==> config.mk <==
export PLATFORM = sky130hd
export DESIGN_NAME = gpe_queue
export DESIGN_NICKNAME = d
export VERILOG_FILES = /design/src/rtl/core/gate_pose_estimator_top_macros.svh /design/src/rtl/core/gpe_queue.sv
export SDC_FILE = /design/constraint.sdc
export NUM_CORES = 1
export LEC_CHECK = 0
export BUFFER_PORTS_ARGS = -buffer_cell sky130_fd_sc_hd__buf_2
export CAP_MARGIN = 10
export CORE_UTILIZATION = 45
export CTS_CLUSTER_DIAMETER = 150
export CTS_CLUSTER_SIZE = 24
export DETAILED_ROUTE_END_ITERATION = 10
export PLACE_DENSITY = 0.66
export SLEW_MARGIN = 40
export SYNTH_ARGS = -nofsm -noshare
export SYNTH_HDL_FRONTEND = slang
export SYNTH_SLANG_ARGS = --single-unit
==> constraint.sdc <==
create_clock -name clk -period 6.9 [get_ports clk]
set_clock_uncertainty 0.1 [all_clocks]
set_input_delay 0.345 -clock clk [delete_from_list [all_inputs] [get_ports clk]]
set_output_delay 0.345 -clock clk [all_outputs]
set_load 0.05 [all_outputs]
==> src/rtl/core/gate_pose_estimator_top_macros.svh <==
// ---------------------------------------------------------------------------
// Gate pose estimator assertion macros
// Shared concurrent assertion forms for the estimator core.
// ---------------------------------------------------------------------------
`ifndef GATE_POSE_ESTIMATOR_TOP_MACROS_SVH
`define GATE_POSE_ESTIMATOR_TOP_MACROS_SVH

// Same-cycle implication, disabled during reset.
`define GPE_ASSERT_IMP(lbl, c, r, a, b) \
    lbl: assert property (@(posedge c) disable iff (!r) (a) |-> (b)) \
        else $error("gate pose estimator: implication violated");

// Next-cycle implication, disabled during reset.
`define GPE_ASSERT_NXT(lbl, c, r, a, b) \
    lbl: assert property (@(posedge c) disable iff (!r) (a) |=> (b)) \
        else $error("gate pose estimator: next-cycle rule violated");

`endif

==> src/rtl/core/gpe_queue.sv <==
// ---------------------------------------------------------------------------
// Gate pose estimator queue
// Small FIFO that decouples the front end from the back end.
// ---------------------------------------------------------------------------
`default_nettype none

module gpe_queue #(
    parameter int WIDTH = 44,
    parameter int DEPTH = 2
) (
    input  wire logic             clk,
    input  wire logic             rst_n,
    input  wire logic             push_valid,
    output logic                  push_ready,
    input  wire logic [WIDTH-1:0] push_data,
    output logic                  pop_valid,
    input  wire logic             pop_ready,
    output logic [WIDTH-1:0]      pop_data
);

    localparam int AW = (DEPTH > 1) ? $clog2(DEPTH) : 1;
    localparam int CNTW = $clog2(DEPTH + 1);

    logic [WIDTH-1:0] mem_reg [DEPTH];
    logic [AW-1:0]    wr_reg, rd_reg;
    logic [CNTW-1:0]  cnt_reg;
    logic             do_push, do_pop;

    assign push_ready = (cnt_reg != CNTW'(DEPTH));
    assign pop_valid  = (cnt_reg != '0);
    assign pop_data   = mem_reg[rd_reg];
    assign do_push    = push_valid && push_ready;
    assign do_pop     = pop_valid && pop_ready;

    // Pointer and fill count.
    always_ff @(posedge clk or negedge rst_n)
    begin
        if (!rst_n)
        begin
            wr_reg  <= '0;
            rd_reg  <= '0;
            cnt_reg <= '0;
        end
        else
        begin
            if (do_push)
            begin
                wr_reg <= (wr_reg == AW'(DEPTH - 1)) ? '0 : wr_reg + 1'b1;
            end
            if (do_pop)
            begin
                rd_reg <= (rd_reg == AW'(DEPTH - 1)) ? '0 : rd_reg + 1'b1;
            end
            if (do_push && !do_pop)
            begin
                cnt_reg <= cnt_reg + 1'b1;
            end
            else if (do_pop && !do_push)
            begin
                cnt_reg <= cnt_reg - 1'b1;
            end
        end
    end

    // Entry storage.
    always_ff @(posedge clk)
    begin
        if (do_push)
        begin
            mem_reg[wr_reg] <= push_data;
        end
    end

endmodule

`default_nettype wire

Word level (Yosys, flattened, before mapping). Memory sizes are Yosys's and may differ from the RTL's. Cells that the tools add are included.

Output and inout port bits: 46. Input port bits: 48. Flip-flop bits (word level): 4. Memories kept: 1. Memory bits (writable): 88. Word-level logic and storage cells: 23.

Memories: mem_reg (words 2, bits a word 44, rd ports 1, clocked after Yosys merged registers in 0, write ports 1, RTL line gpe_queue.sv:24) `logic [WIDTH-1:0] mem_reg [DEPTH];`.

Add/subtract/negate cells: 4. Equal/unequal tests: 1. Reductions and logical operators: 8. Multiplexer cells: 6.

Operators by type and width (count): $logic_and A1 B1 Y1 (4); $mux W1 (4); $mux W2 (2); $reduce_bool A2 Y1 (2); $add A1 B1 Y1 const B (2); $add A2 B1 Y2 const B (1); $logic_not A1 Y1 (2); $ne A2 B2 Y1 const B (1); $sub A2 B1 Y2 const B (1).

Depth between registers and ports, before layout. Gate-level depths: netlist of the first run.

Depth after elaboration: 6. Mapped depth: 7. Mapped depth without buffers: 7.

Worst setup path before layout of the first run. No wires, ideal clock.

Path kind: reg-to-reg. Start: reg cnt_reg[0]. End: mem mem_reg[0][0], enable pin. Path slack: 3.434 ns. Arrival: 2.921 ns. Clock period less this slack: 3.466 ns. Library setup time: 0.446 ns. Cell stages (with the launch flop): 4. Data required time: 6.354 ns. Path buffers: 0. Cell sequence: dfrtp_1 -> nand2b_1 -> nand2_1 -> nor2_1.

Word-level cells in the longest chain between the ends: 4.

Ends and longest elaborated chain: start, declared (RTL line gpe_queue.sv:26) `logic [CNTW-1:0] cnt_reg;`; start signal, assigned (RTL line gpe_queue.sv:56) `cnt_reg <= cnt_reg + 1'b1;`; start signal, assigned (RTL line gpe_queue.sv:60) `cnt_reg <= cnt_reg - 1'b1;`; $ne A2 B2 Y1 (RTL line gpe_queue.sv:29) `assign push_ready = (cnt_reg != CNTW'(DEPTH));`; named net push_ready (RTL line gpe_queue.sv:14) `output logic push_ready,`; $logic_and A1 B1 Y1 (RTL line gpe_queue.sv:32) `assign do_push = push_valid && push_ready;`; $mux W1 (RTL line gpe_queue.sv:68) `if (do_push)`; $mux W1 (not written as such) (RTL line gpe_queue.sv:70) `mem_reg[wr_reg] <= push_data;`; end, declared (RTL line gpe_queue.sv:24).

The timed path passes the listed nets, and every way through them passes these cells.

Final worst setup path of the first run.
Start: reg rd_reg. End: out pop_data[30].

Word-level cells in the longest chain between the ends: 1.

Ends and longest elaborated chain: start, declared (RTL line gpe_queue.sv:25) `logic [AW-1:0] wr_reg, rd_reg;`; start signal, assigned (RTL line gpe_queue.sv:52) `rd_reg <= (rd_reg == AW'(DEPTH - 1)) ? '0 : rd_reg + 1'b1;`; $mem_v2 Z2 W44; end, declared (RTL line gpe_queue.sv:18) `output logic [WIDTH-1:0] pop_data`.

No other way between the ends.

==> metrics, run 1 <==
outcome finished clean; Fmax 372 MHz; Fin. Hold Viols 0; total power 2070 µW; # diodes 0; clock tree sinks 92; post-synth cell types 15; share of cells above drive strength 1 slightly below 60%; Synth area leader edfxtp_1; Site Rows 32; gr usage total 13.8%; H-tree depth 3; Gate power share 45.7%; Clk Latency, worst-skew pair 340 ps; nets about 310; drt first pass iters 4; vias in the first global route ~1.7k; critical path capture point type output port; reg2reg path depth 4; first-pass GRT wire length 8230 µm; Reg2Reg Capture Point mem_reg[0][26]; Die Width around 91 µm; Setup-failing EPs final 0; area delta synth->final 19.6%; syn_area_per_cell 23.0 µm²; flop and latch count out of synthesis 92; Pleak approximately 0.0017 µW; CP Max Fanout 27; most frequent cells in the layout buf_2, edfxtp_1, mux2_4; 1st-iter DRT viols 71; vias per cell 4.68; Post-Syn Area 3570 µm²; largest net degree at the start of global routing 45; Routed WL per cell 14.8 µm; hold path start push_data[17]; WHS Path Cells 1; top cells by area, synth edfxtp_1, mux2_4, dfrtp_1; Antenna Nets Post-Route 0; die area 8290 µm²; critical path, cell by cell buf_4 -> mux2_2 -> buf_2; Core ar. 7690 µm²; Seq/Total Area, Yosys 76.8%; Max-Cap Viols 0; Top Ports 94; clock buffer count from CTS 9; slowest CP cell dfrtp_2; Sw Pwr 872 µW; Seq. cell area 2740 µm²; max incr delay on CP 750 ps; grt ovf 0; Hold Path End mem_reg[1][17]; clk root buf clkbuf_8; clock share of power between 10% and 20%; Total Neg Setup Slack 0 ps; WP data arrival 2240 ps; CP required 6450 ps; RSZ-0062 raised after global routing no; area taken by multi-input logic gates 744 µm²; Final Max Slew Viols 0; post-synthesis cell count roughly 160; worst hold-check path type input port to register; switching part of the total power 42.1%; CTS max path bufs 2; CTS clock-pin slew for the worst setup and hold paths approximately 80 ps; P per Cell Area between 400 and 500 nW/µm²; IO buf count 93; sequential share of power between 40% and 50%; final worst path period need 2690 ps; yosys warns 0; CTS tree done; final wirelength 5380 µm; Synth top area share between 70% and 80%; # fillers 653; antenna violations before repair 0; Starting Density 46.4%; max FFs per register 88; most common cell after layout, fill and taps aside buf_2; R2R setup slack 5100 ps; Pint 1200 µW; Post-Syn Nets 204; Slew headroom between 50% and 60%; Worst setup SP type register; DRC violations left 0; WS Path Type register to output port; GPL Wtd Cong 0.738; HPWL Detailed approximately 3500 µm; Slew @ Worst Pin 616 ps; Die Ht 91.1 µm; worst r2r src cnt_reg[0]; fin crit share 39.0%; maximum VDD drop ~0.39 mV; vias about 1.7k
[critical path, delay by kind of cell (launching register included)]
kind	cells	cell delay (ps)
DFF	1	750
buffers and inverters	2	740
muxes	1	400
[through the flow]
stage	setup WS [ps]	hold WS, ps	std cells	cell area, µm²	util (%)
after floorplan	3430	-50.6	155	3570	-
after global placement	4550	56.7	347	4100	53.3
after detailed placement	4530	55.3	347	4100	53.3
after CTS	4140	60.2	364	4270	55.5
after global routing	4080	55.4	364	4270	55.5
final	4210	79.1	364	4270	55.5
[Yosys cell counts (all sizes together)]
library cell and count:
and3 1, nand2 2, or2 1, edfxtp 88
nor2 2, inv 1, buf 5, dfrtp 4
xor2 2, nand2b 1, mux2 44, xnor2 3
ha 1
[worst max path at each step]
stage               start            end  slack [ps]
2_1_floorplan  cnt_reg[0]  mem_reg[0][0]        3430
3_3_place_gp       rd_reg   pop_data[24]        4550
3_5_place_dp       rd_reg   pop_data[30]        4530
4_1_cts            rd_reg   pop_data[30]        4140
5_1_grt            rd_reg   pop_data[30]        4080
6_report           rd_reg   pop_data[30]        4210
[per-layer routing]
| metal | share of wire, % | GRT usage [%] | vias to the layer above | wire, µm |
|---|---|---|---|---|
| met5 | 0 | 0 | - | 0 |
| met4 | 2.7 | 10.1 | 0 | 144 |
| met3 | 4.9 | 3.18 | 13 | 261 |
| met2 | 53 | 23.7 | 52 | 2880 |
| met1 | 39 | 14.9 | 831 | 2100 |
| li1 | - | - | 806 | - |
[area by class of cell]
type | instances | share of cell area [%]
sequential | 92 | 64.3
multi-input combinational | 57 | 17.4
timing repair buffer | 96 | 11.5
clock buffer | 10 | 2.99
tap | 102 | 2.99
clock inverter | 6 | 0.733
inverter | 1 | 0.0879
[power by group through the flow]
| stage | Clock (µW) | Combinational, µW | Sequential (µW) |
|---|---|---|---|
| floorplan | 0 | 860 | 809 |
| finish | 294 | 944 | 830 |
| global placement | 0 | 951 | 842 |
| CTS | 307 | 959 | 833 |
| global route | 327 | 987 | 845 |
| detailed placement | 0 | 957 | 845 |
[what timing repair did]
item / CTS / global route
resized for setup: 0 / 0
setup endpoints to repair: 0 / 0
hold buffers: 1 / 0
hold endpoints to repair: 4 / 0
setup buffers: 0 / 0
[kinds of logic after synthesis]
group	Yosys count	share of synthesized area [%]
AND/OR/NAND/NOR	7	0.947
multiplexers	44	18.0
XOR/XNOR	5	1.23
adder cells (fa/ha/maj)	1	0.350
flip-flops	92	76.8
buffers and inverters	6	2.66
(Power assumes the default switching activity.)
==> inputs of run 2 (changes only) <==
Settings changed: ABC_AREA set to 1, PLACE_DENSITY 0.66 to 0.69.
Clock period 6.9 ns to 2.25 ns, I/O delays scaled along.
==> run 2 against run 1 <==
Compared with the run above: count of clock-buffer cells in the layout fell by 1; clock power grew to 3.6 times the previous value; die area shrank 2.3%; critical path depth rose by 1; via count grew 35%; utilization up 8.2 points; worst setup slack got worse by 4000 ps; cell area increased by 10%.
==> metrics, run 2 <==
WHS Path Cells 3 (+2); XOR/XNOR share of the synthesized area 0.503% (-0.72 points); most common cell after layout, fill and taps aside nand2_1; total power 6710 µW (+220%); Gate power share 46.5% (+0.8 points); worst hold slack 43.1 ps (-36.0 ps); 1st-iter DRT viols 99 (+39%); final worst path period need 2080 ps; Setup Fix Bufs, Post-CTS 0 (unchanged); first-pass GRT wire length 10200 µm (+24%); clk root buf clkbuf_8; Die Width 90.0 µm (-1.2%); Synth Area in Compound Gates 0% (unchanged); Fmax 480 MHz; share of cells above drive strength 1 31.2% (-28 points); Clk Latency, worst-skew pair 340 ps (about the same); end-of-flow core utilization 63.7% (+8.2 points); Top Ports 94 (unchanged); Synth area leader edfxtp_1; Slew headroom 58.8% (-0.17 points); top cells by area, synth edfxtp_1, nand2_1, dfrtp_1; post-synth cell types 16 (+1); Sw Pwr 3190 µW (+270%); nets 454 (+48%); area delta synth->final 34.7%; flop and latch count out of synthesis 92 (unchanged); reg2reg path depth 9 (+5); critical path capture point type output port; outcome finished clean; R2R setup slack 670 ps (-4430 ps); Seq/Total Area, Yosys 78.7% (+1.9 points); vias in the first global route 2239 (+32%); Fin. Hold Viols 0 (unchanged); Synth top area share 75.8% (+1.8 points); # fillers 570 (-13%); most frequent cells in the layout nand2_1, buf_2, edfxtp_1; pre-CTS setup slack 544 ps (-3990 ps); clock tree sinks 92 (unchanged); Setup-failing EPs final 0 (unchanged); CTS clock-pin slew for the worst setup and hold paths 80 ps (about the same); vias per cell 4.52 (-3.2%); post-synthesis cell count 258 (+66%); die area 8100 µm² (-2.3%); Site Rows 31 (-3.1%); DRC violations left 0 (unchanged); RSZ-0062 raised after global routing no; Slew @ Worst Pin 618 ps (+2.54 ps); clock buffer count from CTS 9 (unchanged); fin crit share 92.6%; most instantiated cells after synthesis nand2_1, edfxtp_1, nand2_2, buf_6, inv_1; final wirelength 6550 µm (+22%); vias 2303 (+35%); Die Ht 90.0 µm (-1.2%); Synth Flop Type edfxtp_1; antenna violations before repair 0 (unchanged); Max-Cap Viols 0 (unchanged); Antenna Nets Post-Route 0 (unchanged); sequential share of power 37.9% (-2.2 points); syn_area_per_cell 13.5 µm² (-41%); Core ar. 7370 µm² (-4.1%); Worst setup SP type register; Pint 3520 µW (+190%); largest family of logic cells by synthesized area simple AND/OR/NAND/NOR gates; Synth Area in Simple Gates 16.8% (+16 points); Synth Area in Adders 0.359% (+0.0086 points); CP Max Fanout 29 (+7.4%); IO buf count 93 (unchanged); WP data arrival 1870 ps (-370 ps); CTS max path bufs 2 (unchanged); Async SR Flop Fraction 4.35% (unchanged); Final WS setup 167 ps (-4040 ps); Seq. cell area 2740 µm² (unchanged); area taken by multi-input logic gates 629 µm² (-15%); GPL Wtd Cong 0.749 (+1.5%); Routed WL per cell 12.9 µm (-13%); H-tree depth 3 (unchanged); clock share of power 15.6% (+1.4 points); gr usage total 16.8% (+3.0 points); CTS tree done; CP required 2040 ps (-4410 ps); max FFs per register 88 (unchanged); # diodes 0 (unchanged); worst hold-check path type input port to register; HPWL Detailed 3630 µm (+4.3%); Post-Syn Area 3480 µm² (-2.4%); grt ovf 0 (unchanged); Pleak 0.00203 µW (+19%); drt first pass iters 4 (unchanged); Post-Syn Nets 307 (+50%); proportion of synthesized area in mux cells 0% (-18 points); switching part of the total power 47.6% (+5.4 points); top-count cell post-synth nand2_1; Final Max Slew Viols 0 (unchanged); Starting Density 47.3% (+0.85 points); largest net degree at the start of global routing 46 (+2.2%); P per Cell Area 1430 nW/µm² (+190%); WS Path Type register to output port; Post-synth EDFFs 88 (unchanged); maximum VDD drop 0.699 mV (+80%); yosys warns 0 (unchanged)
-- run 2: changes by cell type after synthesis, moves of 2 or more --
cell,previous run,this run
nand3_1,0,2
buf_12,4,0
buf_4,0,3
nand2_2,0,11
xnor2_1,3,1
buf_6,1,5
inv_1,1,5
mux2_4,39,0
mux2_2,5,0
nand2_1,2,131
-- run 2: cell type report --
cell class	instances	share of cell area [%]
flip-flops and latches	92	58.4
repair buffers	145	20.7
multi-input cells	150	13.4
clock buffers	9	2.64
well taps	99	2.64
clock inverters	7	1.41
inverters	7	0.720
-- run 2: metal layers --
metal	vias up	track usage (%)	wire length, µm
met4	0	7.66	119
met5	-	0	0
met2	83	28.9	3300
met3	11	3.72	338
met1	1053	20.2	2790
li1	1156	-	-
-- run 2: kinds of logic after synthesis --
logic type,Yosys count
buf+inv,16
flops,92
simple gates,147
xor+xnor,2
fa+ha+maj,1
-- run 2: power groups by stage --
stage / combinational [µW] / clock [µW] / sequential, µW
floorplan: 2560 / 0 / 2480
global placement: 3040 / 0 / 2570
detailed placement: 3060 / 0 / 2580
CTS: 3140 / 1060 / 2540
global route: 3320 / 1130 / 2580
finish: 3120 / 1050 / 2540
-- run 2: worst paths after layout --
kind / from / to
min reg2reg: cnt_reg[1] / cnt_reg[1]
min in group asynchronous: rst_n / wr_reg
max reg2reg: cnt_reg[0] / cnt_reg[1]
min: push_valid / wr_reg
max: rd_reg / pop_data[0]
max in group asynchronous: rst_n / rd_reg
-- run 2: stage by stage --
stage          cell area, µm²  setup TNS [ps]  cells
2_1_floorplan            3490          -34230    258
3_3_place_gp             4030               0    446
3_5_place_dp             4030               0    446
4_1_cts                  4690               0    509
5_1_grt                  4690               0    509
6_report                 4690               0    509
-- run 2: worst max-delay path, cell delays in order, from the launching register on --
cell,delay (ps)
dfrtp_2,770
buf_4,340
nand2_1,70
nand2_1,80
buf_2,260
-- run 2: repair_timing --
action	4_1_cts	5_1_grt
endpoints found under the hold margin	93	0
gates resized for setup	0	0
setup endpoints to repair	0	0
hold buffers	47	0
==> inputs of run 3 (changes only) <==
Settings changed: CORE_UTILIZATION 45 to 47, PLACE_DENSITY 0.69 to 0.72.
==> run 3 against run 2 <==
Compared with the run above: non-clock buffer count rose by 1; fmax rose by 10%; largest cell class unchanged; flip-flop and latch count unchanged; critical endpoint is now pop_data[38].
==> metrics, run 3 (synthesized netlist as in run 2, its figures left out) <==
P per Cell Area 1460 nW/µm² (+2.2%); CTS clock-pin slew for the worst setup and hold paths 80 ps (about the same); Die Ht 88.1 µm (-2.1%); CTS resizes 0 (unchanged); WHS Path Cells 3 (unchanged); GPL Wtd Cong 0.641 (-14%); area delta synth->final 36.1%; share of cells above drive strength 1 31.1% (-0.076 points); Total Neg Setup Slack 0 ps (unchanged); Site Rows 31 (unchanged); Fin. Hold Viols 0 (unchanged); nets 455 (+0.22%); clock buffer count from CTS 9 (unchanged); Antenna Nets Post-Route 0 (unchanged); vias per cell 4.57 (+0.93%); IO buf count 93 (unchanged); Slew @ Worst Pin 459 ps (-159 ps); most frequent cells in the layout nand2_1, buf_2, edfxtp_1; largest net degree at the start of global routing 46 (unchanged); Routed WL per cell 12.5 µm (-2.7%); CP Max Fanout 22 (-24%); final worst path period need 1890 ps (-192 ps); fin crit share 84.1% (-8.5 points); max FFs per register 88 (unchanged); Worst setup SP type register; Non-Filler Instances 510 (+0.20%); die area 7760 µm² (-4.2%); final wirelength 6390 µm (-2.5%); antenna violations before repair 0 (unchanged); Core ar. 7210 µm² (-2.1%); Hold Path End wr_reg; Setup-failing EPs final 0 (unchanged); RSZ-0062 raised after global routing no; WP data arrival 1680 ps (-190 ps); clk root buf clkbuf_8; Max-Cap Viols 0 (unchanged); Pleak 0.00206 µW (+1.5%); Clk Latency, worst-skew pair 340 ps (about the same); CTS max path bufs 2 (unchanged); clock tree sinks 92 (unchanged); outcome finished clean; worst hold-check path type input port to register; 1st-iter DRT viols 88 (-11%); Reg2Reg Capture Point mem_reg[1][17]; placed cell count 447 (+0.22%); DRC violations left 0 (unchanged); R2R setup slack 620 ps (-50 ps); # diodes 0 (unchanged); drt first pass iters 4 (unchanged); most common cell after layout, fill and taps aside nand2_1; vias 2329 (+1.1%); reg2reg path depth 5 (-4); first-pass GRT wire length 9870 µm (-3.2%); Starting Density 48.3% (+1.0 points); Die Width 88.1 µm (-2.1%); Top Ports 94 (unchanged); CP required 2040 ps (about the same); WS Path Type register to output port; H-tree depth 3 (unchanged); gr usage total 17.8% (+1.0 points); CTS tree done; worst r2r src cnt_reg[0]; Final Max Slew Viols 0 (unchanged); HPWL Detailed 3610 µm (-0.53%); Fmax 529 MHz (+10%); grt ovf 0 (unchanged); Slew headroom 69.4% (+11 points); vias in the first global route 2254 (+0.67%); maximum VDD drop 0.764 mV (+9.3%); hold path start push_valid; critical path capture point type output port
[run 3: changes by cell type in the layout (fill, tap and decap cells not counted)]
cell and delta:
bufinv_16 +2, clkbuf_1 +1, buf_4 +1, clkinvlp_4 -2, inv_6 -1
[run 3: worst max-delay path by stage]
stage,start,depth (start not counted),slack (ps),to
2_1_floorplan,cnt_reg[0],4,-390,mem_reg[0][0]
3_3_place_gp,cnt_reg[0],5,680,mem_reg[1][8]
3_5_place_dp,cnt_reg[0],5,630,mem_reg[1][8]
4_1_cts,rd_reg,4,330,pop_data[38]
5_1_grt,rd_reg,4,210,pop_data[24]
6_report,rd_reg,4,360,pop_data[38]
[run 3: cell type report]
cell class / count / area [µm²]
sequential: 92 / 2740
clock buffer: 10 / 128
tap: 99 / 124
fill: 548 / 2470
multi-input combinational: 150 / 629
inverter: 7 / 33.8
clock inverter: 6 / 103
timing repair buffer: 146 / 981
[run 3: power by group]
part           switching, µW  internal (µW)  total (µW)
Combinational           2500            680        3180
Sequential               152           2340        2490
Clock                    527            729        1260
[run 3: repair_timing]
| item | in CTS | in global routing |
|---|---|---|
| hold buffers | 47 | 0 |
| endpoints found under the hold margin | 93 | 0 |
| buffers inserted | 0 | 0 |
[run 3: metal layers]
layer,GRT usage (%),up-vias,routed length (µm)
met4,6.89,0,73
li1,-,1155,-
met1,19.7,1098,2720
met2,32.4,69,3290
met3,5.18,7,298
met5,0,-,0
[run 3: critical path, cell delays in order, from the launching register on]
cell and delay [ps]:
dfrtp_2 570, buf_4 330, nand2_1 80, nand2_1 80
buf_2 260
[run 3: per-stage QoR]
step / util (%) / worst slack (ps) / instance area (µm²) / hold WS [ps] / total power [µW]
3_3_place_gp: 56.0 / 684 / 4040 / -177 / 5630
4_1_cts: 65.7 / 330 / 4740 / 35.0 / 6980
5_1_grt: 65.7 / 212 / 4740 / 29.2 / 7330
2_1_floorplan: - / -389 / 3490 / -283 / 5030
3_5_place_dp: 56.0 / 631 / 4040 / -172 / 5670
6_report: 65.7 / 358 / 4740 / 46.9 / 6930
