===== config.mk =====
export PLATFORM = sky130hd
export DESIGN_NAME = gpe_front
export DESIGN_NICKNAME = d
export VERILOG_FILES = /design/src/rtl/core/gate_pose_estimator_top_macros.svh /design/src/rtl/core/gpe_pkg.sv /design/src/rtl/core/gpe_front.sv
export SDC_FILE = /design/constraint.sdc
export NUM_CORES = 2
export LEC_CHECK = 0
export BUFFER_PORTS_ARGS = -buffer_cell sky130_fd_sc_hd__buf_2
export CAP_MARGIN = 40
export CELL_PAD_IN_SITES_DETAIL_PLACEMENT = 0
export CELL_PAD_IN_SITES_GLOBAL_PLACEMENT = 1
export CORE_UTILIZATION = 52
export CTS_CLUSTER_DIAMETER = 40
export DETAILED_ROUTE_END_ITERATION = 10
export HOLD_SLACK_MARGIN = 0.12
export MAX_ROUTING_LAYER = met4
export PLACE_DENSITY_LB_ADDON = 0.1
export SKIP_CTS_REPAIR_TIMING = 1
export SYNTH_ARGS = -nofsm -noshare
export SYNTH_HDL_FRONTEND = slang
export SYNTH_SLANG_ARGS = --single-unit

===== constraint.sdc =====
create_clock -name clk -period 22.1 [get_ports clk]
set_input_delay 1.105 -clock clk [delete_from_list [all_inputs] [get_ports clk]]
set_output_delay 1.105 -clock clk [all_outputs]
set_load 0.02 [all_outputs]

===== src/rtl/core/gate_pose_estimator_top_macros.svh =====
// ---------------------------------------------------------------------------
// Gate pose estimator assertion macros
// Shared concurrent assertion forms for the estimator core.
// ---------------------------------------------------------------------------
`ifndef GATE_POSE_ESTIMATOR_TOP_MACROS_SVH
`define GATE_POSE_ESTIMATOR_TOP_MACROS_SVH

// Same-cycle implication, disabled during reset.
`define GPE_ASSERT_IMP(lbl, c, r, a, b) \
    lbl: assert property (@(posedge c) disable iff (!r) (a) |-> (b)) \
        else $error("gate pose estimator: implication violated");

// Next-cycle implication, disabled during reset.
`define GPE_ASSERT_NXT(lbl, c, r, a, b) \
    lbl: assert property (@(posedge c) disable iff (!r) (a) |=> (b)) \
        else $error("gate pose estimator: next-cycle rule violated");

`endif


===== src/rtl/core/gpe_pkg.sv =====
// ---------------------------------------------------------------------------
// Gate pose estimator package
// Shared types, codes, constants and the CORDIC angle table.
// ---------------------------------------------------------------------------
`default_nettype none

package gpe_pkg;

    // Result status codes.
    localparam logic [1:0] STATUS_OK    = 2'd0;
    localparam logic [1:0] STATUS_FAIL  = 2'd1;
    localparam logic [1:0] STATUS_NOSEG = 2'd2;

    // Configuration register indexes.
    localparam logic [2:0] REG_IMAGE_WIDTH   = 3'd0;
    localparam logic [2:0] REG_IMAGE_HEIGHT  = 3'd1;
    localparam logic [2:0] REG_TAN_FOV_X     = 3'd2;
    localparam logic [2:0] REG_TAN_FOV_Y     = 3'd3;
    localparam logic [2:0] REG_REAL_WIDTH    = 3'd4;
    localparam logic [2:0] REG_REAL_HEIGHT   = 3'd5;
    localparam logic [2:0] REG_EXPECT_ASPECT = 3'd6;

    // Iteration counts and the angle accumulator width of the back end.
    localparam int CORDIC_STEPS = 20;
    localparam int NUM_BITS     = 40;
    localparam int ZW           = 24;

    // Configuration register set.
    typedef struct packed {
        logic [11:0] image_width;
        logic [11:0] image_height;
        logic [15:0] tan_half_fov_x;
        logic [15:0] tan_half_fov_y;
        logic [15:0] target_real_width;
        logic [15:0] target_real_height;
        logic [15:0] expected_aspect;
    } cfg_t;

    // Arctangent of 2^-i in degrees, 16 fractional bits.
    function automatic logic [ZW-1:0] atan_q16(input logic [4:0] i);
        logic [ZW-1:0] v;
        begin
            case (i)
                5'd0:    v = 24'd2949120;
                5'd1:    v = 24'd1740967;
                5'd2:    v = 24'd919879;
                5'd3:    v = 24'd466945;
                5'd4:    v = 24'd234379;
                5'd5:    v = 24'd117304;
                5'd6:    v = 24'd58666;
                5'd7:    v = 24'd29335;
                5'd8:    v = 24'd14668;
                5'd9:    v = 24'd7334;
                5'd10:   v = 24'd3667;
                5'd11:   v = 24'd1833;
                5'd12:   v = 24'd917;
                5'd13:   v = 24'd458;
                5'd14:   v = 24'd229;
                5'd15:   v = 24'd115;
                5'd16:   v = 24'd57;
                5'd17:   v = 24'd29;
                5'd18:   v = 24'd14;
                5'd19:   v = 24'd7;
                default: v = '0;
            endcase
            return v;
        end
    endfunction

endpackage

`default_nettype wire


===== src/rtl/core/gpe_front.sv =====
// ---------------------------------------------------------------------------
// Gate pose estimator front end
// Accepts a segment word, finds the centroid and runs the sanity checks.
// ---------------------------------------------------------------------------
`default_nettype none

module gpe_front #(
    parameter int COORD_BITS = 12,
    parameter int PW         = 14,
    parameter int QW         = 44
) (
    input  wire logic                  clk,
    input  wire logic                  rst_n,
    input  wire logic                  in_valid,
    output logic                       in_ready,
    input  wire logic [1:0]            segment_count,
    input  wire logic [COORD_BITS-1:0] seg0_x_a,
    input  wire logic [COORD_BITS-1:0] seg0_y_a,
    input  wire logic [COORD_BITS-1:0] seg0_x_b,
    input  wire logic [COORD_BITS-1:0] seg0_y_b,
    input  wire logic [COORD_BITS-1:0] seg1_x_a,
    input  wire logic [COORD_BITS-1:0] seg1_y_a,
    input  wire logic [COORD_BITS-1:0] seg1_x_b,
    input  wire logic [COORD_BITS-1:0] seg1_y_b,
    input  wire gpe_pkg::cfg_t         cfg,
    output logic                       push_valid,
    input  wire logic                  push_ready,
    output logic [QW-1:0]              push_data
);

    localparam int CB = COORD_BITS;
    localparam int VW = PW + 4;
    localparam int CW = CB + 22;

    logic          s_valid_reg;
    logic [1:0]    cnt_reg;
    logic [CB-1:0] x0a_reg, y0a_reg, x0b_reg, y0b_reg;
    logic [CB-1:0] x1a_reg, y1a_reg, x1b_reg, y1b_reg;

    logic [CB-1:0]  h0, w0, h1, w1, gw, gpw, gph, pix;
    logic [CB:0]    sx0, sx1, sy0, sy1, wsum, hsum, sxd;
    logic [CB+1:0]  sx4, sy4;
    logic signed [VW-1:0] vx1, vy1, vx2, vy2, tx1, ty1, tx2, ty2;
    logic signed [PW-1:0] px, py;
    logic [CB+15:0] prod_eg;
    logic           fail1, fail2;
    logic [1:0]     status;

    // Input stage: holds one word until the queue takes it.
    assign in_ready   = !s_valid_reg || push_ready;
    assign push_valid = s_valid_reg;

    always_ff @(posedge clk or negedge rst_n)
    begin
        if (!rst_n)
        begin
            s_valid_reg <= 1'b0;
        end
        else if (in_ready)
        begin
            s_valid_reg <= in_valid;
        end
    end

    always_ff @(posedge clk)
    begin
        if (in_valid && in_ready)
        begin
            cnt_reg <= segment_count;
            x0a_reg <= seg0_x_a;
            y0a_reg <= seg0_y_a;
            x0b_reg <= seg0_x_b;
            y0b_reg <= seg0_y_b;
            x1a_reg <= seg1_x_a;
            y1a_reg <= seg1_y_a;
            x1b_reg <= seg1_x_b;
            y1b_reg <= seg1_y_b;
        end
    end

    // Segment sizes and endpoint sums.
    always_comb
    begin
        h0   = (y0a_reg > y0b_reg) ? y0a_reg - y0b_reg : y0b_reg - y0a_reg;
        w0   = (x0a_reg > x0b_reg) ? x0a_reg - x0b_reg : x0b_reg - x0a_reg;
        h1   = (y1a_reg > y1b_reg) ? y1a_reg - y1b_reg : y1b_reg - y1a_reg;
        w1   = (x1a_reg > x1b_reg) ? x1a_reg - x1b_reg : x1b_reg - x1a_reg;
        sx0  = {1'b0, x0a_reg} + {1'b0, x0b_reg};
        sx1  = {1'b0, x1a_reg} + {1'b0, x1b_reg};
        sy0  = {1'b0, y0a_reg} + {1'b0, y0b_reg};
        sy1  = {1'b0, y1a_reg} + {1'b0, y1b_reg};
        sx4  = {1'b0, sx0} + {1'b0, sx1};
        sy4  = {1'b0, sy0} + {1'b0, sy1};
        wsum = {1'b0, w0} + {1'b0, w1};
        hsum = {1'b0, h0} + {1'b0, h1};
        sxd  = (sx0 > sx1) ? sx0 - sx1 : sx1 - sx0;
        gw   = wsum[CB:1];
        gph  = hsum[CB:1];
        gpw  = sxd[CB:1];
    end

    // Centroid offsets, rounded toward zero.
    always_comb
    begin
        vx1 = $signed({{(VW-CB-1){1'b0}}, sx0}) - $signed({{(VW-12){1'b0}}, cfg.image_width});
        vy1 = $signed({{(VW-CB-1){1'b0}}, sy0}) - $signed({{(VW-12){1'b0}}, cfg.image_height});
        vx2 = $signed({{(VW-CB-2){1'b0}}, sx4})
            - $signed({{(VW-13){1'b0}}, cfg.image_width, 1'b0});
        vy2 = $signed({{(VW-CB-2){1'b0}}, sy4})
            - $signed({{(VW-13){1'b0}}, cfg.image_height, 1'b0});
        tx1 = vx1[VW-1] ? -((-vx1) >>> 1) : (vx1 >>> 1);
        ty1 = vy1[VW-1] ? -((-vy1) >>> 1) : (vy1 >>> 1);
        tx2 = vx2[VW-1] ? -((-vx2) >>> 2) : (vx2 >>> 2);
        ty2 = vy2[VW-1] ? -((-vy2) >>> 2) : (vy2 >>> 2);
    end

    // Sanity checks for one and for two segments.
    assign prod_eg = cfg.expected_aspect * gph;

    always_comb
    begin
        fail1 = (CW'(h0) * CW'(2)) < (CW'(w0) * CW'(19));
        fail2 = ((CW'(h0) * CW'(10)) > (CW'(h1) * CW'(13)))
             || ((CW'(h0) * CW'(13)) < (CW'(h1) * CW'(10)))
             || ((CW'(h0) * CW'(2)) < (CW'(gw) * CW'(19)))
             || ((CW'(gpw) * CW'(40960)) > (CW'(prod_eg) * CW'(13)))
             || ((CW'(gpw) * CW'(53248)) < (CW'(prod_eg) * CW'(10)));
    end

    // Classify and pack the queue word.
    always_comb
    begin
        case (cnt_reg)
            2'd0:
            begin
                status = gpe_pkg::STATUS_NOSEG;
                px     = tx1[PW-1:0];
                py     = ty1[PW-1:0];
                pix    = h0;
            end
            2'd1:
            begin
                status = fail1 ? gpe_pkg::STATUS_FAIL : gpe_pkg::STATUS_OK;
                px     = tx1[PW-1:0];
                py     = ty1[PW-1:0];
                pix    = h0;
            end
            default:
            begin
                status = fail2 ? gpe_pkg::STATUS_FAIL : gpe_pkg::STATUS_OK;
                px     = tx2[PW-1:0];
                py     = ty2[PW-1:0];
                pix    = gpw;
            end
        endcase
        push_data = {status, cnt_reg[1], pix, px, py};
    end

endmodule

`default_nettype wire


* Word-level counts from Yosys, hierarchy flattened
Cells that the tools add are included.
** Storage, ports and cells
- Register bits :: 99
- Input port bits :: 206
- Output and inout port bits :: 46
- Word-level logic and storage cells :: 87
** Operators by class
- Add/subtract/negate cells :: 30
- Multiply operators :: 11
- $lt $le $gt $ge :: 11
- Equal/unequal tests :: 1
- Mux-type cells :: 15
- Reduce and logical (&&, ||, !) cells :: 9
** Operator list (number)
- subtractor 12 bit :: 8
- two-way mux 14 bit :: 6
- adder 12 x 12 -> 13 bit :: 6
- two-way mux 12 bit :: 5
- negation 14 bit :: 4
- > comparator 12 bit :: 4
- multiplier 12 x 4 -> 16 bit, second input constant :: 3
- multiplier 12 x 3 -> 15 bit, second input constant :: 3
- less-than comparator 13 x 17 -> 1 bit :: 2
- multiplier 12 x 5 -> 17 bit, second input constant :: 2
- > comparator 28 x 32 -> 1 bit :: 1
- less-than comparator 28 x 32 -> 1 bit :: 1
- multiplier 28 x 4 -> 32 bit, second input constant :: 1
- negation 15 -> 16 bit :: 2
- multiplier 28 x 3 -> 31 bit, second input constant :: 1
- negation 14 -> 15 bit :: 2
- subtractor 14 x 13 -> 15 bit :: 2
- adder 13 x 13 -> 14 bit :: 2
- multiplier 16 x 12 -> 28 bit :: 1
- subtractor 13 x 12 -> 14 bit :: 2
- subtractor 13 bit :: 2
- > comparator 16 bit :: 1
- less-than comparator 16 bit :: 1
- > comparator 13 bit :: 1
- 9 further kinds :: 14

* Logic depth before layout (Yosys ltp)
- Depth in word-level cells :: 10
- Depth in mapped cells :: 67
- Depth with buffers taken out :: 65

* Worst setup path before layout
No wires, ideal clock.
- Path type :: reg2out
- Start point :: register y0a_reg[0]
- End point :: output port push_data[41]
- Arrival time :: 13927 ps
- Required time :: 20995 ps
- Slack :: 7068 ps
- Stages on the path, launching flop included :: 59
- Buffers on the path :: 3
- Cell sequence :: edfxtp_1 -> inv_1 -> ha_1 -> inv_1 -> fa_1 -> a211oi_1 -> o21bai_1 -> o41ai_1 -> o21a_1 -> nor2_1 -> clkbuf_1 -> mux2i_1 -> xnor2_1 -> ha_1 -> a21oi_1 -> o21ai_0 -> a21oi_1 -> o21ai_0 -> (+23 left out) -> a21o_1 -> a21oi_1 -> o21bai_1 -> a2111oi_0 -> o21ai_0 -> a21bo_2 -> a21oi_1 -> xnor2_1 -> ha_1 -> nand4_1 -> or3_1 -> or4_1 -> nor4_1 -> nor2_1 -> nor4_1 -> nand4_1 -> a2111oi_0 -> a31oi_1
** On the way
- Word-level cells in the longest chain between the ends :: 10
- Elaborated cells on any way between the ends :: 23
- Those cells by class :: add/sub (3); mul (5); order compare (7); mux (4); reduce/logical (4)
** Ends and longest elaborated chain
- from (decl) :: RTL line gpe_front.sv:37 : logic [CB-1:0] x0a_reg, y0a_reg, x0b_reg, y0b_reg;
- from (signal assigned) :: RTL line gpe_front.sv:71 : y0a_reg <= seg0_y_a;
- subtractor 12 bit or > comparator 12 bit (tied branches) :: RTL line gpe_front.sv:84 : h0 = (y0a_reg > y0b_reg) ? y0a_reg - y0b_reg : y0b_reg - y0a_reg;
- two-way mux 12 bit (*) :: RTL line gpe_front.sv:84
- adder 12 x 12 -> 13 bit, or another cell as far along :: RTL line gpe_front.sv:95 : hsum = {1'b0, h0} + {1'b0, h1};
- multiplier 16 x 12 -> 28 bit, or another cell as far along :: RTL line gpe_front.sv:118 : assign prod_eg = cfg.expected_aspect * gph;
- multiplier 28 x 4 -> 32 bit or logical OR 1 bit (tied branches) :: RTL line gpe_front.sv:126, gpe_front.sv:124
- > comparator 28 x 32 -> 1 bit or logical OR 1 bit (tied branches) :: RTL line gpe_front.sv:126, gpe_front.sv:125
- logical OR 1 bit :: RTL line gpe_front.sv:126 : || ((CW'(gpw) * CW'(40960)) > (CW'(prod_eg) * CW'(13)))
- logical OR 1 bit :: RTL line gpe_front.sv:127 : || ((CW'(gpw) * CW'(53248)) < (CW'(prod_eg) * CW'(10)));
- two-way mux 1 bit :: RTL line gpe_front.sv:150 : status = fail2 ? gpe_pkg::STATUS_FAIL : gpe_pkg::STATUS_OK;
- one-hot mux 2 bit (2 select lines) (*) :: RTL line gpe_front.sv:133 : case (cnt_reg)
- to (decl) :: RTL line gpe_front.sv:28 : output logic [QW-1:0] push_data
Every way passes the cells marked *; elsewhere a longest branch is shown, timed or not.

* Worst setup path in the final report
Ends and elaborated chain as after synthesis.

==> tab_implementation.tex <==
\begin{tabular}{lr}
\hline
Metric & Value \\
\hline
\multicolumn{2}{l}{\textbf{Synth}} \\
\quad Mean area per synthesized cell & approximately 8.2 um2 \\
\quad Count of different cell masters after synthesis & 91 \\
\quad Number of synthesis warnings & 0 \\
\quad Share of synthesized area occupied by flip-flops and latches & 0.0841 \\
\quad Summed instance area of the synthesized netlist & 0.0353 mm2 \\
\quad Number of synthesized flops with an enable pin & 98 \\
\quad Asr flop ratio synth & 0.0101 \\
\quad Cells after Synth & between 4k and 5k \\
\quad Flop and latch count out of synthesis & 99 \\
\quad Top\_reg\_cell synth & sky130\_fd\_sc\_hd\_\_edfxtp\_1 \\
\quad Mapped Nets & roughly 5.5k \\
\multicolumn{2}{l}{\textbf{Setup path}} \\
\quad Critical path start-end classification & flop to output port \\
\quad Cell with the largest stage delay on the worst path & sky130\_fd\_sc\_hd\_\_or3\_1 \\
\quad Reg2reg setup slack & roughly 20 ns \\
\quad Worst path max stage delay & 0.72 ns \\
\quad Worst Setup EP & push\_data[41] \\
\quad Endpoint arrival time on the critical path & about 17 ns \\
\quad Crit path launch type & flop \\
\quad Cells on worst reg2reg path & 3 \\
\quad Launching point of the worst reg2reg path & push\_valid \\
\quad Maximum fanout count along the critical path & 16 \\
\quad Most prevalent standard cell on the critical path & sky130\_fd\_sc\_hd\_\_a21oi\_1 \\
\quad Required time of the worst setup path & 21.00 ns \\
\quad Worst reg2reg endpoint & y1a\_reg[2] \\
\quad Crit path capture type & output port \\
\quad Critical path startpoint & y0a\_reg[0] \\
\multicolumn{2}{l}{\textbf{Detailed routing}} \\
\quad Antenna Nets Post-Route & 0 \\
\quad Via count & about 29k \\
\quad Number of DRC markers after the initial detailed-route iteration & about 1.4k \\
\quad Number of vias per cell after detailed routing & 5.52 \\
\quad Total DRC errors in the routed layout & 0 \\
\quad WL per Instance & about 17 um \\
\quad 1st-pass router iterations & 5 \\
\quad Detailed Route WL & 91500 um \\
\multicolumn{2}{l}{\textbf{Floorplan}} \\
\quad Core footprint & approximately 0.067 mm2 \\
\quad Total Die Area & between 0.06 and 0.07 mm2 \\
\quad Initial core utilization & 0.525 \\
\quad Die height & between 200 and 300 um \\
\quad Standard-cell row count & between 90 and 100 \\
\quad I/O pins & about 250 \\
\quad Die width & 262 um \\
\multicolumn{2}{l}{\textbf{Clocking}} \\
\quad Count of clock tree sinks & 99 \\
\quad Deepest clock path buffer count & 2 \\
\quad Clock transition at the registers of the reported paths & about 0.09 ns \\
\quad Clock root buffer & sky130\_fd\_sc\_hd\_\_clkbuf\_16 \\
\quad Clock latency on the worst-skew pair & approximately 0.40 ns \\
\quad TritonCTS clock tree & built \\
\quad Number of buffers inserted during clock tree synthesis & 9 \\
\quad H-tree levels & 3 \\
\multicolumn{2}{l}{\textbf{GRT}} \\
\quad Global-route usage over all layers & 0.276 \\
\quad Number of global-route vias before repair & roughly 29k \\
\quad Wire length of the first global-routing pass & about 150000 um \\
\quad Pin count of the biggest net entering global routing & 51 \\
\quad Antenna violations before repair & 2 \\
\quad Total congestion overflow after global routing & 0 \\
\multicolumn{2}{l}{\textbf{Timing}} \\
\quad Total count of max-transition violations in the final report & 0 \\
\quad Max transition margin & 0.361 \\
\quad Max Freq & approximately 0.055 GHz \\
\quad Count of endpoints failing setup in the final report & 0 \\
\quad Number of hold violations in the final report & 0 \\
\quad RSZ-0062 raised after global routing & no \\
\quad Time the worst path needs with I/O delays and setup & roughly 18 ns \\
\quad Final clock skew & roughly 0.010 ns \\
\quad Sum Neg Setup Slack & 0 ns \\
\quad Final clock period utilization by the worst path & 0.824 \\
\quad Slew at the pin closest to its max-slew limit & $\sim$0.95 ns \\
\multicolumn{2}{l}{\textbf{Finish}} \\
\quad Area added between synthesis and finish & 6.52\% \\
\quad Antenna cell count & 0 \\
\quad Filler instances & approximately 6.5k \\
\quad Layout cell share with drive strength beyond 1 & 0.0727 \\
\quad Post-layout nets & approximately 5.6k \\
\multicolumn{2}{l}{\textbf{Outcome}} \\
\quad Status & finished, final reports clean \\
\multicolumn{2}{l}{\textbf{Hold path}} \\
\quad Type of the most critical hold path & input port to asynchronous set/reset pin \\
\multicolumn{2}{l}{\textbf{Placed design}} \\
\quad Buffers on Ports & 186 \\
\quad Placer congestion estimate & 0.915 \\
\quad Half-perimeter wire length after placement & between 70000 and 80000 um \\
\multicolumn{2}{l}{\textbf{Job}} \\
\quad Number of maximum-capacitance violations & 0 \\
\hline
\end{tabular}
==> routing by layer <==
metal,track usage,up-vias,share of wire
li1,-,15000,-
met1,0.367,13900,0.48
met2,0.458,452,0.47
met3,0.0228,67,0.032
met4,0.0636,0,0.021
met5,-,-,0
==> through the flow <==
stage          area, um2  cells  setup slack (ns)  hold WS, ns   util
2_1_floorplan      35300   4303              7.07        0.783      -
3_3_place_gp       37200   5307              4.00        0.510  0.554
3_5_place_dp       37300   5314              4.24        0.521  0.555
4_1_cts            37600   5330              3.72        0.440  0.560
5_1_grt            37600   5330              2.75        0.455  0.560
6_report           37600   5330              3.89        0.459  0.560
==> cells by family (layout without fill, tap and decap cells) <==
family          count (synthesis)  in the layout  share of synthesized area
fa+ha+maj                     956            956                      0.395
xor+xnor                      317            317                     0.0791
simple gates                  982            982                      0.139
flops                          99             99                     0.0841
compound gates                990            990                      0.183
mux                            84             84                     0.0249
buf+inv                       874           1028                     0.0935
other cells                     1              1                   0.000106
==> critical path: cells and delay by family (launching register included) <==
kind / cells / cell delay [ns]
muxes: 2 / 0.83
xor gates and xnor gates: 2 / 0.40
DFF: 1 / 0.44
AOI/OAI and AO/OA: 25 / 6.22
and+or+nand+nor: 9 / 2.62
buffers and inverters: 10 / 1.32
adders and majority gates: 12 / 4.86
==> cells in the mapped netlist, types with 30 or more instances <==
cell type                  count  area (um2)
sky130_fd_sc_hd__a211oi_1     32         240
sky130_fd_sc_hd__a21boi_0     37         278
sky130_fd_sc_hd__a21o_1      129         968
sky130_fd_sc_hd__a21oi_1     282        1410
sky130_fd_sc_hd__and2_1       49         307
sky130_fd_sc_hd__and3_1       34         213
sky130_fd_sc_hd__clkbuf_1     78         293
sky130_fd_sc_hd__edfxtp_1     98        2940
sky130_fd_sc_hd__fa_1        265        5310
sky130_fd_sc_hd__ha_1        691        8650
sky130_fd_sc_hd__inv_1       782        2940
sky130_fd_sc_hd__mux2_2       30         338
sky130_fd_sc_hd__mux2i_1      54         541
sky130_fd_sc_hd__nand2_1     260         976
sky130_fd_sc_hd__nand2b_1     80         500
sky130_fd_sc_hd__nand3_1      64         320
sky130_fd_sc_hd__nand4_1      35         219
sky130_fd_sc_hd__nor2_1      208         781
sky130_fd_sc_hd__nor2b_1      64         400
sky130_fd_sc_hd__nor3_1       68         340
sky130_fd_sc_hd__o21a_1       45         338
sky130_fd_sc_hd__o21ai_0     197         986
sky130_fd_sc_hd__o21bai_1     48         360
sky130_fd_sc_hd__or3_1        30         188
sky130_fd_sc_hd__xnor2_1     203        1780
sky130_fd_sc_hd__xor2_1      113         990
==> cell type report <==
cell class	count	area (um2)	area share
multi-input cells	3330	29000	0.772
clock inverters	7	82.6	0.00220
well taps	873	1090	0.0291
inverters	783	2940	0.0782
repair buffers	229	1250	0.0332
clock buffers	9	225	0.00599
flip-flops and latches	99	2970	0.0790
==> how the worst min path moves through the flow <==
stage	endpoint	slack [ns]	startpoint	cells after the start
global route	push_valid	0.46	rst_n	1
global placement	push_valid	0.51	push_valid	2
CTS	push_valid	0.44	rst_n	1
detailed placement	push_valid	0.52	push_valid	2
finish	push_valid	0.46	rst_n	1
floorplan	push_valid	0.78	push_valid	2
==> cells in the final DEF, fill, tap and decap left out, types with 32 or more instances in the layout <==
master / n
sky130_fd_sc_hd__a211oi_1: 32
sky130_fd_sc_hd__a21boi_0: 37
sky130_fd_sc_hd__a21o_1: 129
sky130_fd_sc_hd__a21oi_1: 282
sky130_fd_sc_hd__and2_1: 48
sky130_fd_sc_hd__and3_1: 34
sky130_fd_sc_hd__buf_2: 188
sky130_fd_sc_hd__buf_4: 39
sky130_fd_sc_hd__edfxtp_1: 98
sky130_fd_sc_hd__fa_1: 265
sky130_fd_sc_hd__ha_1: 691
sky130_fd_sc_hd__inv_1: 782
sky130_fd_sc_hd__mux2i_1: 54
sky130_fd_sc_hd__nand2_1: 260
sky130_fd_sc_hd__nand2b_1: 80
sky130_fd_sc_hd__nand3_1: 64
sky130_fd_sc_hd__nand4_1: 35
sky130_fd_sc_hd__nor2_1: 208
sky130_fd_sc_hd__nor2b_1: 64
sky130_fd_sc_hd__nor3_1: 68
sky130_fd_sc_hd__o21a_1: 45
sky130_fd_sc_hd__o21ai_0: 197
sky130_fd_sc_hd__o21bai_1: 48
sky130_fd_sc_hd__xnor2_1: 202
sky130_fd_sc_hd__xor2_1: 113
Power is left out: the tool's default activity adds up to more than one toggle a clock period on the data nets, which glitch-free logic cannot reach.
